File: src/sv/sbct_div.sv
`timescale 1ns / 1ps
module sbct_div #(
   parameter int NW = 25,
   parameter int QB = 18
) (
   input  logic          clock,
   input  logic          en,
   input  logic [NW-1:0] num_mag,
   input  logic [NW-1:0] den_mag,
   output logic [QB-1:0] quo
);
   // restoring division, one quotient bit per stage; caller keeps num < 4*den
   logic [NW-1:0] r_ff [QB];
   logic [NW-1:0] d_ff [QB];
   logic [QB-1:0] n_ff [QB];
   logic [QB-1:0] q_ff [QB];

   for (genvar i = 0; i < QB; i++) begin : g_stage
      logic [NW-1:0] r_src, d_src;
      logic [QB-1:0] n_src, q_src;
      logic [NW:0]   t;
      logic [NW:0]   diff;
      logic          ge;

      if (i == 0) begin : g_first
         assign r_src = {2'b00, num_mag[NW-1:2]};
         assign d_src = den_mag;
         assign n_src = {num_mag[1:0], {(QB-2){1'b0}}};
         assign q_src = '0;
      end else begin : g_next
         assign r_src = r_ff[i-1];
         assign d_src = d_ff[i-1];
         assign n_src = n_ff[i-1];
         assign q_src = q_ff[i-1];
      end

      assign t    = {r_src, n_src[QB-1]};
      assign diff = t - {1'b0, d_src};
      assign ge   = (t >= {1'b0, d_src});

      always_ff @(posedge clock) begin
         if (en) begin
            r_ff[i] <= ge ? diff[NW-1:0] : t[NW-1:0];
            d_ff[i] <= d_src;
            n_ff[i] <= {n_src[QB-2:0], 1'b0};
            q_ff[i] <= {q_src[QB-2:0], ge};
         end
      end
   end

   assign quo = q_ff[QB-1];

endmodule
File: config.mk
export PLATFORM = sky130hd
export DESIGN_NAME = sbct_div
export DESIGN_NICKNAME = d
export VERILOG_FILES = /design/src/sv/sbct_div.sv
export SDC_FILE = /design/constraint.sdc
export NUM_CORES = 2
export LEC_CHECK = 0
export BUFFER_PORTS_ARGS = -buffer_cell sky130_fd_sc_hd__buf_4
export CORE_MARGIN = 5
export CORE_UTILIZATION = 55
export DETAILED_ROUTE_END_ITERATION = 12
export PLACE_DENSITY = 0.71
export SLEW_MARGIN = 20
export SYNTH_ARGS = -nofsm -noshare
export SYNTH_HDL_FRONTEND = slang
export SYNTH_SLANG_ARGS = --single-unit
File: constraint.sdc
create_clock -name clock -period 4.74 [get_ports clock]
set_input_delay 0.237 -clock clock [delete_from_list [all_inputs] [get_ports clock]]
set_output_delay 0.237 -clock clock [all_outputs]
set_load 0.005 [all_outputs]
==> impl_summary.log <==
[metrics] number of global-route vias before repair: 38,800
[metrics] number of failing hold endpoints at the final stage: 0
[metrics] crit end category: flip-flop
[metrics] CTS H-tree depth: 3
[metrics] Fin Setup TNS: 0 ps
[metrics] areal power density over the cells: between 600 and 700 nW/um^2
[metrics] transition time at the pin with the least slew margin: about 1100 ps
[metrics] Clock Latency Late Sink: approximately 730 ps
[metrics] result of the run: finished clean
[metrics] TritonCTS clock tree: done
[metrics] worst hold margin: 85.5 ps
[metrics] row cnt: roughly 120
[metrics] Synth Cell Area: between 50,000 and 60,000 um^2
[metrics] total of max-cap violations: 0
[metrics] Synth Net Count: 5,728
[metrics] total count of max-transition violations in the final report: 0
[metrics] antenna violations before repair: 1
[metrics] worst setup timing slack at the placement stage: 802 ps
[metrics] number of cells in the finished layout apart from fillers: between 6,000 and 7,000
[metrics] initial detailed-routing violation count: 3,088
[metrics] number of vias in the routed layout: between 30,000 and 40,000
[metrics] core footprint: approximately 110,000 um^2
[metrics] TritonCTS Sinks: around 1,000
[metrics] post-route minimum period: ~4000 ps
[metrics] total wire length: roughly 130 mm
[metrics] final std cell area, no fill: approximately 65,000 um^2
[metrics] placed cell areas: 61,000 um^2
[metrics] die area: roughly 110,000 um^2
[metrics] TritonRoute pass-1 iters: 6
[metrics] Required @ worst endpoint: approximately 5200 ps
[metrics] startpoint-to-endpoint class of the critical path: flip-flop to flip-flop
[metrics] share of the cycle needed by the critical path after routing: between 80% and 90%
[metrics] Overflow after GRT: 0
[metrics] post-CTS setup-driven buffer insertion count: 0
[metrics] flops & latches, synth: ~1,000
[metrics] Met1 Wirelength: around 56 mm
[metrics] unrepaired setup endpoints after global routing: no
[metrics] diodes inserted: 0
[metrics] Top-Level Pins: 70
[metrics] primary flip-flop cell chosen by synthesis mapping: edfxtp_1
[metrics] via count normalized by instance count: approximately 5.8
[metrics] Root Buffer: clkbuf_16
[metrics] power after layout: 43.5 mW
[metrics] number of distinct library cells after synthesis: between 80 and 90
[metrics] height of the die: approximately 340 um
[metrics] nets: around 5,900
[metrics] maximum number of pins on one net before global-route repair: about 180
[metrics] met2 WL: 63.5 mm
[metrics] total of endpoints with negative setup slack in the final report: 0
[metrics] highest ir drop seen on vdd: 0.381 mV
[metrics] total routing resource utilization after global routing: 22.7%
[metrics] leakage dissipation: 26.7 nW
[metrics] met3 layer wire length in the routed design: about 6.4 mm
[metrics] arrival time at the worst endpoint: around 4400 ps
[metrics] clock-pin slew on the worst setup and hold paths: approximately 60 ps
[metrics] Post-route DRC: 0
[metrics] Yosys Warn Count: 0
[metrics] number of buffer cells added on primary ports: between 60 and 70
[metrics] CTS buffer count: between 100 and 150
[metrics] top routing layer in use: met4
[metrics] maximum clock path buffer count: 3
[metrics] classification of the worst-slack hold path: input port to flip-flop
[metrics] Post-CTS Resized: 0
[metrics] startpoint type of the worst setup path: flip-flop
[metrics] RePlAce Congestion: approximately 0.93
[metrics] first-pass GRT wire length: 206 mm
[metrics] area grow syn2layout: 11.2%
[metrics] number of standard cells after synthesis: between 5,000 and 6,000
[metrics] detailed placer's ending HPWL: roughly 98 mm
[metrics] final core area utilization: between 60% and 70%
[metrics] Worst Clk Skew: 67.9 ps
[metrics] maximum fanout along the worst path: 24
[metrics] average footprint of a synthesized cell: 11.3 um^2
[metrics] headroom to the max-slew limit: roughly 28%
[metrics] hold bufs inserted after CTS: 50
[metrics] number of placed instances, taps included: around 6,600
[metrics] fraction of final layout cells with drive strength greater than 1: 9.47%
[metrics] initial core utilization: between 50% and 60%
[metrics] number of enable flip-flop cells after synthesis: approximately 1,000
[metrics] maximum clock frequency: about 250 MHz
[metrics] routed length per placed instance: between 15 and 20 um
[metrics] sequential share of the synthesized area: between 50% and 60%
[metrics] x dimension of the die: 337 um
[metrics] antenna-violating nets left: 0
[metrics] Worst Setup Slack, final: 753 ps
[metrics] proportion of register bits with asynchronous set or reset after synthesis: 0%
==> per-layer routing <==
| metal | GRT usage (%) | vias up |
|---|---|---|
| li1 | - | 19500 |
| met1 | 29.3 | 19100 |
| met2 | 39.2 | 949 |
| met3 | 3.20 | 241 |
| met4 | 8.40 | 0 |
| met5 | 0 | - |
==> cell families after synthesis <==
group | after synthesis | synth area share (%)
compound gates | 1315 | 14.3
mux | 228 | 4.33
fa+ha+maj | 465 | 10.1
flops | 1022 | 52.3
xor+xnor | 326 | 4.87
simple gates | 1178 | 9.67
buf+inv | 677 | 4.42
==> worst max-delay path, cell delays in order, from the launching register on <==
cell	delay (ps)
edfxtp_1	420
ha_1	380
nor2b_1	160
o21ai_0	240
a21boi_0	240
o211ai_1	400
a21oi_1	160
o21ai_0	510
a311oi_1	210
o21ai_2	210
buf_4	350
mux2_2	390
==> cell type report <==
type	instances	area [um^2]
timing repair buffer	158	1390
fill	8324	40300
multi-input combinational	3512	25500
clock buffer	124	2740
inverter	585	2200
sequential	1022	30700
tap	1391	1740
clock inverter	77	1040
==> state kept, by name (all words and copies together) (netlist names) <==
register / flops
r_ff: 425
q_ff: 171
n_ff: 1
d_ff: 425
==> report_power, final <==
part / leakage, nW / switching, mW / internal [mW]
Sequential: 9.99 / 1.46 / 13.4
Clock: 1.81 / 3.63 / 5.23
Combinational: 14.9 / 10.9 / 8.85
Total: 26.7 / 16.0 / 27.5
==> synthesized netlist by cell type, types with 39 or more instances <==
library cell	instances	share of area, %
xor2_1	113	1.7
o21a_1	83	1.1
a21oi_1	348	3.0
nor2b_1	65	0.69
xnor2_1	213	3.2
and3_1	50	0.53
o21bai_1	39	0.50
nand2b_1	68	0.72
inv_1	584	3.7
o21ai_0	348	3.0
nand4_1	60	0.64
nand3_1	94	0.80
mux2_2	193	3.7
a21o_1	172	2.2
edfxtp_1	1022	52
nor3_1	88	0.75
nand2_1	346	2.2
nor2_1	280	1.8
clkbuf_1	59	0.38
ha_1	448	9.6
a31oi_1	47	0.50
==> cell usage in the layout, fill, tap and decap left out, types with 26 or more instances in the layout <==
cell type / count
a21o_1: 172
nor2_1: 280
edfxtp_1: 1022
nor2b_1: 65
o21a_1: 83
mux2_2: 193
buf_4: 101
and3_1: 50
nor3_1: 88
xor2_1: 113
dlygate4sd3_1: 50
a31oi_1: 46
ha_1: 448
nand3_1: 94
o31ai_1: 31
nand2_1: 346
a211oi_1: 37
o211ai_1: 34
nand2b_1: 68
inv_1: 584
clkbuf_16: 107
nand4_1: 60
o21ai_0: 348
o21bai_1: 39
xnor2_1: 213
or3_1: 26
a21oi_1: 346
==> final timing paths <==
| check | from | endpoint | slack, ps | cells after the start |
|---|---|---|---|---|
| worst max-delay path | r_ff[15][1]$_DFFE_PP_ | r_ff[16][15]$_DFFE_PP_ | 750 | 11 |
| worst min-delay path | en | d_ff[8][22]$_DFFE_PP_ | 90 | 1 |
| worst max register to register | r_ff[15][1]$_DFFE_PP_ | r_ff[16][15]$_DFFE_PP_ | 750 | 11 |
| worst min register to register | q_ff[12][3]$_DFFE_PP_ | q_ff[13][4]$_DFFE_PP_ | 410 | 0 |
No activity file was read; power rests on OpenSTA's default activity.
